File: src/sv/indexed_list_store_core_assert.svh
// ----------------------------------------------------------------------------
// Indexed list store assertion macros
// Concurrent assertion wrappers clocked on clk_i, with and without reset gating.
// ----------------------------------------------------------------------------
`ifndef INDEXED_LIST_STORE_CORE_ASSERT_SVH
`define INDEXED_LIST_STORE_CORE_ASSERT_SVH

`ifndef NO_ASSERTIONS
`define ILS_ASSERT(lbl, prop) \
  lbl: assert property (@(posedge clk_i) disable iff (!rst_ni) (prop)) \
    else $error("indexed list store assertion failed");
`define ILS_ASSERT_RST(lbl, prop) \
  lbl: assert property (@(posedge clk_i) (prop)) \
    else $error("indexed list store reset assertion failed");
`else
`define ILS_ASSERT(lbl, prop)
`define ILS_ASSERT_RST(lbl, prop)
`endif

`endif

File: src/sv/ils_pkg.sv
// ----------------------------------------------------------------------------
// Indexed list store package
// Sizes, operation codes and the command broadcast to the cell chain.
// ----------------------------------------------------------------------------
package ils_pkg;

  localparam int CAPACITY   = 32;
  localparam int VALUE_BITS = 32;
  localparam int IDX_W      = $clog2(CAPACITY);
  localparam int CNT_W      = $clog2(CAPACITY + 1);
  localparam int OP_W       = 4;
  localparam int POS_W      = 8;
  localparam int ITEM_W     = 32;
  localparam int SIZE_W     = 6;
  localparam int CMP_W      = POS_W + CNT_W;

  typedef enum logic [OP_W-1:0] {
    OP_CLEAR     = 4'd0,
    OP_INS_FRONT = 4'd1,
    OP_INS_BACK  = 4'd2,
    OP_INS_AT    = 4'd3,
    OP_DEL_AT    = 4'd4,
    OP_DEL_FRONT = 4'd5,
    OP_DEL_BACK  = 4'd6,
    OP_GET_AT    = 4'd7,
    OP_GET_FRONT = 4'd8,
    OP_GET_BACK  = 4'd9
  } op_e;

  typedef struct packed {
    logic             clr;
    logic             ins;
    logic             del;
    logic [IDX_W-1:0] point;
  } cell_cmd_t;

endpackage

File: src/sv/ils_cell.sv
// ----------------------------------------------------------------------------
// Indexed list store cell
// One element word; takes its left neighbor or the insert value on insert, its right on delete.
// ----------------------------------------------------------------------------
module ils_cell (
  input  logic                           clk_i,
  input  logic                           rst_ni,
  input  ils_pkg::cell_cmd_t             cmd_i,
  input  logic [ils_pkg::IDX_W-1:0]      own_idx_i,
  input  logic [ils_pkg::VALUE_BITS-1:0] left_i,
  input  logic [ils_pkg::VALUE_BITS-1:0] right_i,
  input  logic [ils_pkg::VALUE_BITS-1:0] ins_value_i,
  output logic [ils_pkg::VALUE_BITS-1:0] value_o
);

  logic [ils_pkg::VALUE_BITS-1:0] value_q;
  logic [ils_pkg::VALUE_BITS-1:0] value_d;

  always_comb begin
    value_d = value_q;
    if (cmd_i.clr) begin
      value_d = '0;
    end else if (cmd_i.ins) begin
      if (own_idx_i > cmd_i.point) begin
        value_d = left_i;
      end else if (own_idx_i == cmd_i.point) begin
        value_d = ins_value_i;
      end
    end else if (cmd_i.del) begin
      if (own_idx_i >= cmd_i.point) begin
        value_d = right_i;
      end
    end
  end

  always_ff @(posedge clk_i or negedge rst_ni) begin
    if (!rst_ni) begin
      value_q <= '0;
    end else begin
      value_q <= value_d;
    end
  end

  assign value_o = value_q;

endmodule

File: src/sv/ils_ctrl.sv
// ----------------------------------------------------------------------------
// Indexed list store controller
// Decodes a request against the element count and drives the cell chain.
// ----------------------------------------------------------------------------
module ils_ctrl (
  input  logic                       clk_i,
  input  logic                       rst_ni,
  input  logic                       acc_i,
  input  logic [ils_pkg::OP_W-1:0]   operation_i,
  input  logic [ils_pkg::POS_W-1:0]  position_i,
  output ils_pkg::cell_cmd_t         cmd_o,
  output logic                       err_o,
  output logic [ils_pkg::IDX_W-1:0]  rd_idx_o,
  output logic [ils_pkg::CNT_W-1:0]  count_o,
  output logic [ils_pkg::CNT_W-1:0]  count_next_o
);

  logic [ils_pkg::CNT_W-1:0] count_q;
  logic [ils_pkg::CNT_W-1:0] count_d;
  logic                      full;
  logic                      empty;
  logic                      pos_ok;
  logic [ils_pkg::IDX_W-1:0] pos_idx;
  logic [ils_pkg::IDX_W-1:0] last_idx;
  logic [ils_pkg::IDX_W-1:0] end_idx;
  ils_pkg::cell_cmd_t        cmd;
  logic                      err;

  assign full     = (count_q == ils_pkg::CNT_W'(ils_pkg::CAPACITY));
  assign empty    = (count_q == '0);
  assign pos_ok   = (ils_pkg::CMP_W'(position_i) < ils_pkg::CMP_W'(count_q));
  assign pos_idx  = ils_pkg::IDX_W'(position_i);
  assign end_idx  = ils_pkg::IDX_W'(count_q);
  assign last_idx = ils_pkg::IDX_W'(count_q - ils_pkg::CNT_W'(1));

  always_comb begin
    cmd   = '0;
    err   = 1'b0;
    case (ils_pkg::op_e'(operation_i))
      ils_pkg::OP_CLEAR: begin
        cmd.clr = 1'b1;
      end
      ils_pkg::OP_INS_FRONT: begin
        err       = full;
        cmd.ins   = !full;
        cmd.point = '0;
      end
      ils_pkg::OP_INS_BACK: begin
        err       = full;
        cmd.ins   = !full;
        cmd.point = end_idx;
      end
      ils_pkg::OP_INS_AT: begin
        err       = full || ((position_i != '0) && !pos_ok);
        cmd.ins   = !err;
        cmd.point = pos_idx;
      end
      ils_pkg::OP_DEL_AT: begin
        err       = !pos_ok;
        cmd.del   = pos_ok;
        cmd.point = pos_idx;
      end
      ils_pkg::OP_DEL_FRONT: begin
        err       = empty;
        cmd.del   = !empty;
        cmd.point = '0;
      end
      ils_pkg::OP_DEL_BACK: begin
        err       = empty;
        cmd.del   = !empty;
        cmd.point = last_idx;
      end
      ils_pkg::OP_GET_AT: begin
        err       = !pos_ok;
        cmd.point = pos_idx;
      end
      ils_pkg::OP_GET_FRONT: begin
        err       = empty;
        cmd.point = '0;
      end
      ils_pkg::OP_GET_BACK: begin
        err       = empty;
        cmd.point = last_idx;
      end
      default: begin
        err = 1'b1;
      end
    endcase
  end

  always_comb begin
    count_d = count_q;
    if (cmd.clr) begin
      count_d = '0;
    end else if (cmd.ins) begin
      count_d = count_q + ils_pkg::CNT_W'(1);
    end else if (cmd.del) begin
      count_d = count_q - ils_pkg::CNT_W'(1);
    end
  end

  always_ff @(posedge clk_i or negedge rst_ni) begin
    if (!rst_ni) begin
      count_q <= '0;
    end else if (acc_i) begin
      count_q <= count_d;
    end
  end

  always_comb begin
    cmd_o     = cmd;
    cmd_o.clr = cmd.clr && acc_i;
    cmd_o.ins = cmd.ins && acc_i;
    cmd_o.del = cmd.del && acc_i;
  end

  assign err_o        = err;
  assign rd_idx_o     = cmd.point;
  assign count_o      = count_q;
  assign count_next_o = count_d;

endmodule

File: src/sv/indexed_list_store_core.sv
// ----------------------------------------------------------------------------
// Indexed list store core
// Bounded ordered list of value words held in a chain of shifting cells.
// ----------------------------------------------------------------------------
// A request (operation_i, position_i, item_value_i) is taken at a rising
// clock edge where start_i is high and busy_o is low. busy_o stays low, so
// one request can be issued in every cycle.
// Exactly one result follows each request, in the next cycle: done_o is high
// for one cycle while status_o, read_value_o, size_now_o and is_empty_o
// are valid. The receiver cannot stall; results are not held.
// Inserts and deletes are not sequenced: every cell loads its left or right
// neighbor in parallel; a read selects one cell through a multiplexer over
// the chain.
// Reset clears every cell and the element count, so the list is empty.
// ----------------------------------------------------------------------------
module indexed_list_store_core (
  input  logic                         clk_i,
  input  logic                         rst_ni,
  input  logic                         start_i,
  output logic                         busy_o,
  input  logic [ils_pkg::OP_W-1:0]     operation_i,
  input  logic [ils_pkg::POS_W-1:0]    position_i,
  input  logic [ils_pkg::ITEM_W-1:0]   item_value_i,
  output logic                         done_o,
  output logic                         status_o,
  output logic [ils_pkg::ITEM_W-1:0]   read_value_o,
  output logic [ils_pkg::SIZE_W-1:0]   size_now_o,
  output logic                         is_empty_o
);

  logic                           acc;
  ils_pkg::cell_cmd_t             cmd;
  logic                           err;
  logic [ils_pkg::IDX_W-1:0]      rd_idx;
  logic [ils_pkg::CNT_W-1:0]      count;
  logic [ils_pkg::CNT_W-1:0]      count_next;
  logic [ils_pkg::VALUE_BITS-1:0] ins_value;
  logic [ils_pkg::VALUE_BITS-1:0] cell_val [ils_pkg::CAPACITY];
  logic [ils_pkg::VALUE_BITS-1:0] rd_data;
  logic                           is_get;

  logic                           done_q;
  logic                           status_q;
  logic [ils_pkg::ITEM_W-1:0]     read_value_q;
  logic [ils_pkg::ITEM_W-1:0]     read_value_d;
  logic [ils_pkg::SIZE_W-1:0]     size_q;
  logic                           empty_q;

  assign busy_o    = 1'b0;
  assign acc       = start_i && !busy_o;
  assign ins_value = ils_pkg::VALUE_BITS'(item_value_i);

  ils_ctrl u_ctrl (
    .clk_i        (clk_i),
    .rst_ni       (rst_ni),
    .acc_i        (acc),
    .operation_i  (operation_i),
    .position_i   (position_i),
    .cmd_o        (cmd),
    .err_o        (err),
    .rd_idx_o     (rd_idx),
    .count_o      (count),
    .count_next_o (count_next)
  );

  for (genvar k = 0; k < ils_pkg::CAPACITY; k++) begin : g_cell
    logic [ils_pkg::VALUE_BITS-1:0] left;
    logic [ils_pkg::VALUE_BITS-1:0] right;

    if (k == 0) begin : g_first
      assign left = '0;
    end else begin : g_mid_l
      assign left = cell_val[k-1];
    end

    if (k == ils_pkg::CAPACITY - 1) begin : g_last
      assign right = '0;
    end else begin : g_mid_r
      assign right = cell_val[k+1];
    end

    ils_cell u_cell (
      .clk_i       (clk_i),
      .rst_ni      (rst_ni),
      .cmd_i       (cmd),
      .own_idx_i   (ils_pkg::IDX_W'(k)),
      .left_i      (left),
      .right_i     (right),
      .ins_value_i (ins_value),
      .value_o     (cell_val[k])
    );
  end

  assign rd_data = cell_val[rd_idx];

  assign is_get = (operation_i == ils_pkg::OP_GET_AT) ||
                  (operation_i == ils_pkg::OP_GET_FRONT) ||
                  (operation_i == ils_pkg::OP_GET_BACK);

  assign read_value_d = (is_get && !err) ? ils_pkg::ITEM_W'(rd_data) : '0;

  always_ff @(posedge clk_i or negedge rst_ni) begin
    if (!rst_ni) begin
      done_q <= 1'b0;
    end else begin
      done_q <= acc;
    end
  end

  always_ff @(posedge clk_i) begin
    if (acc) begin
      status_q     <= err;
      read_value_q <= read_value_d;
      size_q       <= ils_pkg::SIZE_W'(count_next);
      empty_q      <= (count_next == '0);
    end
  end

  assign done_o       = done_q;
  assign status_o     = status_q;
  assign read_value_o = read_value_q;
  assign size_now_o   = size_q;
  assign is_empty_o   = empty_q;

`include "indexed_list_store_core_assert.svh"

  `ILS_ASSERT(a_count_bounded, count <= ils_pkg::CNT_W'(ils_pkg::CAPACITY))
  `ILS_ASSERT(a_accept_gives_done, acc |=> done_o)
  `ILS_ASSERT(a_empty_matches_size, done_o |-> (is_empty_o == (size_now_o == '0)))
  `ILS_ASSERT(a_error_reads_zero, (done_o && status_o) |-> (read_value_o == '0))
  `ILS_ASSERT_RST(a_no_done_in_reset, !rst_ni |-> !done_o)

endmodule
File: config.mk
export PLATFORM = sky130hd
export DESIGN_NAME = indexed_list_store_core
export DESIGN_NICKNAME = d
export VERILOG_FILES = /design/src/sv/ils_pkg.sv /design/src/sv/ils_cell.sv /design/src/sv/ils_ctrl.sv /design/src/sv/indexed_list_store_core.sv
export VERILOG_INCLUDE_DIRS = /design/src /design/src/sv
export SDC_FILE = /design/constraint.sdc
export NUM_CORES = 2
export LEC_CHECK = 0
export BUFFER_PORTS_ARGS = -buffer_cell sky130_fd_sc_hd__buf_4
export CORE_ASPECT_RATIO = 0.6
export CORE_MARGIN = 5
export CORE_UTILIZATION = 34
export DETAILED_ROUTE_END_ITERATION = 8
export SLEW_MARGIN = 20
export SYNTH_ARGS = -nofsm -noshare
export SYNTH_HDL_FRONTEND = slang
export SYNTH_SLANG_ARGS = --single-unit
File: constraint.sdc
create_clock -name clk_i -period 3.5 [get_ports clk_i]
set_input_delay 0.175 -clock clk_i [delete_from_list [all_inputs] [get_ports clk_i]]
set_output_delay 0.175 -clock clk_i [all_outputs]
set_load 0.02 [all_outputs]
# --- Word level (Yosys, flattened, before mapping) ---
# Cells that the tools add are included.
word_totals:
  register_bits: 1071
  in_bits: 47
  elab_cells: 472
classes:
  add_sub_neg: 2
  order_cmp: 66
  eq_ne: 73
  mux: 203
  bitwise: 1
  n_reduce_logical: 89
ops:
  columns: ["operator", "n"]
  rows:
  - ["$mux W32", 194]
  - ["$bmux W32 S5", 1]
  - ["$ne A4 B1 Y1 const B", 32]
  - ["$reduce_bool A3 Y1", 33]
  - ["$reduce_and A3 Y1", 32]
  - ["$eq A5 B5 Y1 const A", 16]
  - ["$ge A5 B5 Y1 const A", 16]
  - ["$gt A5 B5 Y1 const A", 16]
  - ["$eq A4 B5 Y1 const A", 8]
  - ["$ge A4 B5 Y1 const A", 8]
  - ["$gt A4 B5 Y1 const A", 8]
  - ["$eq A3 B5 Y1 const A", 4]
  - ["$ge A3 B5 Y1 const A", 4]
  - ["$gt A3 B5 Y1 const A", 4]
  - ["$mux W6", 3]
  - ["$eq A4 B3 Y1 const B", 4]
  - ["$pmux W5 S3", 1]
  - ["$logic_not A6 Y1", 2]
  - ["$eq A2 B5 Y1 const A", 2]
  - ["$ge A1 B5 Y1 const A", 2]
  - ["$ge A2 B5 Y1 const A", 2]
  - ["$gt A1 B5 Y1 const A", 2]
  - ["$gt A2 B5 Y1 const A", 2]
  - ["$eq A4 B2 Y1 const B", 2]
  - ["21 further kinds", 36]

# --- Longest topological paths before layout ---
depth:
  ltp_word: 9
  ltp_mapped: 16
  depth_no_buf: 11

# --- Hierarchy ---
# A second synthesis with hierarchy kept.
hier_totals:
  hier_cells: 12910
  area_unflattened_um2: 105268.5
by_module_without_submodules:
  columns: ["mod", "n_inst", "cells_per_inst", "area_per_inst_um2"]
  rows:
  - ["ils_cell at g_cell[17].u_cell ...", 24, 362, 2937.8]
  - ["ils_cell at g_cell[0].u_cell ...", 8, 424, 2987.9]
  - ["indexed_list_store_core", 1, 677, 9754.4]
  - ["ils_ctrl", 1, 153, 1103.6]

# --- Worst setup path after synthesis ---
# OpenSTA, ideal clock, no wires.
synth_path:
  path_type: "reg2reg"
  startpoint: "reg u_ctrl.count_q, in the netlist u_ctrl.count_o[3]"
  endpoint: "reg g_cell[13].u_cell.value_q, in the netlist g_cell[13].u_cell.value_o[10]"
  setup_time_ps: 133
  arrival_time_ps: 2940
  setup_slack_ps: 427
  path_stages_with_launch: 15
  cell_sequence: "dfrtp_1 clkbuf_1 inv_1 ha_1 a21oi_1 o21ai_1 a311o_1 o22ai_2 o31a_1 buf_2 buf_2 nand2_1 clkbuf_1 nand2_1 o21ai_0"
synth_between:
  elab_chain_len: 9
synth_rtl:
  columns: ["item", "line_no", "rtl"]
  rows:
  - ["from (decl)", "ils_ctrl.sv:18", "logic [ils_pkg::CNT_W-1:0] count_q;"]
  - ["from (signal assigned)", "ils_ctrl.sv:106", "count_q <= count_d;"]
  - ["parallel branches: the longest is 9 deep, another holds $sub A6 B1 Y6", null, null]
  - ["to (signal assigned)", "ils_cell.sv:40", "value_q <= value_d;"]
  - ["to (decl)", "ils_cell.sv:16", "logic [ils_pkg::VALUE_BITS-1:0] value_q;"]
# Several ways; the timed one is not identified.
# A chain may end at the register's enable or synchronous reset.

# --- Final worst setup path ---
layout_path:
  startpoint: "reg u_ctrl.count_q, in the netlist u_ctrl.count_o[2]"
  endpoint: "reg read_value_q, in the netlist read_value_o[25], data pin"
layout_between:
  elab_chain_len: 7
layout_rtl:
  columns: ["item", "line_no", "rtl"]
  rows:
  - ["parallel branches: the longest is 7 deep, another holds $sub A6 B1 Y6", null, null]
  - ["to (signal assigned)", "indexed_list_store_core.sv:113", "read_value_q <= read_value_d;"]
  - ["to (decl)", "indexed_list_store_core.sv:44", "logic [ils_pkg::ITEM_W-1:0] read_value_q;"]
# Several ways; the timed one is not identified. The select of a mux whose other input is x is not followed.

==> impl_metrics.env <==
export IMPL_syn_area_per_cell_sq_um=7.570
export IMPL_num_rows=126
export IMPL_arrival_ps=3890
export IMPL_worstSetupEndpointType="register"
export IMPL_worst_pin_slew_ps=1073
export IMPL_fin_ws_ps=38.98
export IMPL_grt_overflow=0
export IMPL_synthArstFlopShare_pct=96.27
export IMPL_layout_drive_gt1_share_pct=11.70
export IMPL_fill_cells=19401
export IMPL_num_vias=67644
export IMPL_ys_ff_latch=1071
export IMPL_setup_viol=0
export IMPL_clkLatencyLatePin_ps=730
export IMPL_grt_pass1_vias=63878
export IMPL_drt_total_wl_microns=258400
export IMPL_wire_per_inst_microns=22.67
export IMPL_design_area_sq_mm=0.07770
export IMPL_whs_endpoint="g_cell[31].u_cell.value_o[12]"
export IMPL_leakage_nw=30.78
export IMPL_status="finished clean"
export IMPL_crit_top_cell="buf_4"
export IMPL_fp_dieH_microns=353.9
export IMPL_synth_flop_cell="dfrtp_1"
export IMPL_final_common_cell="nand2_1"
export IMPL_start_util_pct=34.15
export IMPL_place_gp_congestion=0.8856
export IMPL_hp_start="item_value_i[12]"
export IMPL_synth_nets=8908
export IMPL_grt_max_degree=197
export IMPL_grt_pass1_wl_microns=393300
export IMPL_preCtsSetupSlack_ps=-154.2
export IMPL_cts_sinks=1071
export IMPL_final_cell_mix="nand2_1, a21oi_1, dfrtp_1, o21ai_0, nor2_1"
export IMPL_area_delta_synth_final_pct=15.94
export IMPL_dp_cells=11155
export IMPL_ant_nets=0
export IMPL_layoutNonFillerInstCount=11395
export IMPL_fin_crit_sh_pct=98.89
export IMPL_slew_headroom_pct=28.45
export IMPL_cts_tree="yes"
export IMPL_die_area_sq_mm=0.2064
export IMPL_synth_cell_type_count=72
export IMPL_netlist_area_sq_mm=0.06702
export IMPL_synth_edf_count=40
export IMPL_die_x_microns=583.2
export IMPL_dp_hpwl_microns=178400
export IMPL_path_buf_inv=3
export IMPL_max_freq_mhz=288.9
export IMPL_totalPowerFinal_mw=52.35
export IMPL_antenna_found_initial=11
export IMPL_yosysSeqAreaShare_pct=40.29
export IMPL_drt_iter0_drc=9879
export IMPL_yosysWarnings=0
export IMPL_drcViolationCount=0
export IMPL_nets=8737
export IMPL_multi_input_area_sq_mm=0.03716
export IMPL_portBuffers=87
export IMPL_path_clk_slew_ps=70
export IMPL_clock_skew_ps=39.37
export IMPL_critical_path_slowest_cell="nor3_1"
export IMPL_crit_required_ps=3930
export IMPL_hold_class="in2reg"
export IMPL_dpl_cell_area_sq_mm=0.07340
export IMPL_reg2reg_slack_ps=40
export IMPL_crit_type="reg2reg"
export IMPL_ir_drop_mv=0.4484
export IMPL_syn_inst=8853
export IMPL_period_minus_slack_ps=3461
export IMPL_regArea_sq_mm=0.02700
export IMPL_grt_usage_pct=23.80
export IMPL_p_per_area_mw_per_mm2=673.8
export IMPL_hold_violations=0
export IMPL_fin_util_pct=39.59
export IMPL_maxSlewViolCount=0
export IMPL_crit_fanout=11
export IMPL_path_cells="buf_4 -> o31ai_1 -> and2_1 -> o21a_4 -> nand2_1 -> nor3_4 -> buf_4 -> a221oi_1 -> o21ai_0 -> a211oi_1 -> buf_4 -> nor3_1"
export IMPL_critPathMaxStageDelay_ps=440
export IMPL_htree_num_levels=3
export IMPL_firstDrtPassIters=6
export IMPL_cp_top_family="simple AND/OR/NAND/NOR gates"
export IMPL_core_area_sq_mm=0.1963
export IMPL_cts_root_buffer="clkbuf_16"
export IMPL_hold_path_depth=3
export IMPL_io_pins=89
export IMPL_rr_endpoint="read_value_o[25]"
export IMPL_clock_path_buffers=3
export IMPL_cts_buffers=109
export IMPL_r2r_start="u_ctrl.count_o[2]"
export IMPL_cap_violations=0
export IMPL_cp_start_kind="register"
export IMPL_r2r_cells=12
export IMPL_via_per_inst=5.936
-- worst min-delay path: cells and delay by family --
kind | cells | cell delay (ps)
AO/OA/AOI/OAI | 1 | 90
buffers and inverters | 1 | 230
multiplexers | 1 | 170
-- registers in the layout, summed over array words and instances (netlist names) --
name and flops:
status_o 1, g_cell.u_cell.value_o 1024, size_now_o 6, done_o 1
u_ctrl.count_o 6, read_value_o 32, is_empty_o 1
-- cells by family (layout without fill, tap and decap cells) --
group	Yosys count	count (layout)	share of synthesized area, %
fa+ha+maj	8	8	0.1494
xor+xnor	5	5	0.06535
mux	600	600	11.29
flops	1071	1071	40.29
buf+inv	865	781	5.183
simple gates	3489	3489	20.73
compound gates	2814	2814	22.28
other cells	1	3	0.005595
-- worst max path at each step --
stage / start / to / cells past startpoint
after floorplan: u_ctrl.count_o[3] / g_cell[13].u_cell.value_o[10] / 14
final: u_ctrl.count_o[2] / read_value_o[25] / 12
after detailed placement: u_ctrl.count_o[0] / read_value_o[24] / 15
after global placement: u_ctrl.count_o[0] / read_value_o[24] / 15
after CTS: u_ctrl.count_o[0] / read_value_o[24] / 15
after global routing: u_ctrl.count_o[2] / read_value_o[25] / 12
-- metal layers --
layer	up-vias	wire length [microns]	GRT usage, %
li1	30245	-	-
met1	32913	115600	36.70
met2	4047	106800	34.05
met3	437	29220	3.994
met4	2	6696	6.342
met5	-	13	0
-- power breakdown --
group	switching (mW)	internal, mW
logic	11.4	7.99
registers	4.13	16.2
clock network	5.49	7.15
-- what timing repair did --
| action | in CTS | in global routing |
|---|---|---|
| gates resized for setup | 2 | 18 |
| endpoints found under the setup margin | 2 | 379 |
| hold buffers | 31 | 0 |
| endpoints found under the hold margin | 83 | 0 |
| setup buffers | 0 | 4 |
| gates cloned | 0 | 5 |
| pin swaps | 0 | 4 |
-- metrics by stage --
step | TNS, ps | hold slack, ps
after CTS | 0 | 1.184
after global placement | -302.3 | 254.4
after global routing | -12.99 | 0.2063
after floorplan | 0 | -120.6
after detailed placement | -253.6 | 235.1
final | 0 | 24.76
-- synthesized netlist by cell type, types with 8 or more instances --
| cell type | number | area, sq um |
|---|---|---|
| o21ai_1 | 157 | 785.8 |
| clkbuf_1 | 665 | 2496 |
| a221o_1 | 25 | 250.2 |
| mux2_1 | 8 | 90.09 |
| nor3_1 | 19 | 95.09 |
| mux4_2 | 115 | 2590 |
| buf_2 | 121 | 605.6 |
| a32oi_1 | 12 | 105.1 |
| dfrtp_1 | 1031 | 25800 |
| buf_4 | 20 | 150.1 |
| buf_1 | 51 | 191.4 |
| ha_1 | 8 | 100.1 |
| a22oi_1 | 131 | 983.4 |
| o22ai_1 | 12 | 75.07 |
| a31oi_1 | 9 | 56.30 |
| nand2_1 | 2424 | 9099 |
| edfxtp_1 | 40 | 1201 |
| a22o_1 | 12 | 105.1 |
| a221oi_1 | 12 | 105.1 |
| mux2i_1 | 386 | 3864 |
| inv_1 | 8 | 30.03 |
| o21ai_0 | 781 | 3909 |
| nand3_1 | 476 | 2382 |
| nor2_1 | 526 | 1974 |
| a21oi_1 | 1606 | 8038 |
| mux2_2 | 91 | 1025 |
-- final cells by class --
class | instances | share of cell area, %
timing repair buffer | 575 | 8.377
clock inverter | 34 | 0.6200
clock buffer | 164 | 4.151
inverter | 8 | 0.03865
multi-input combinational | 6917 | 47.83
antenna | 2 | 0.006441
sequential | 1071 | 34.75
tap | 2624 | 4.225
No activity file was read; power rests on OpenSTA's default activity.
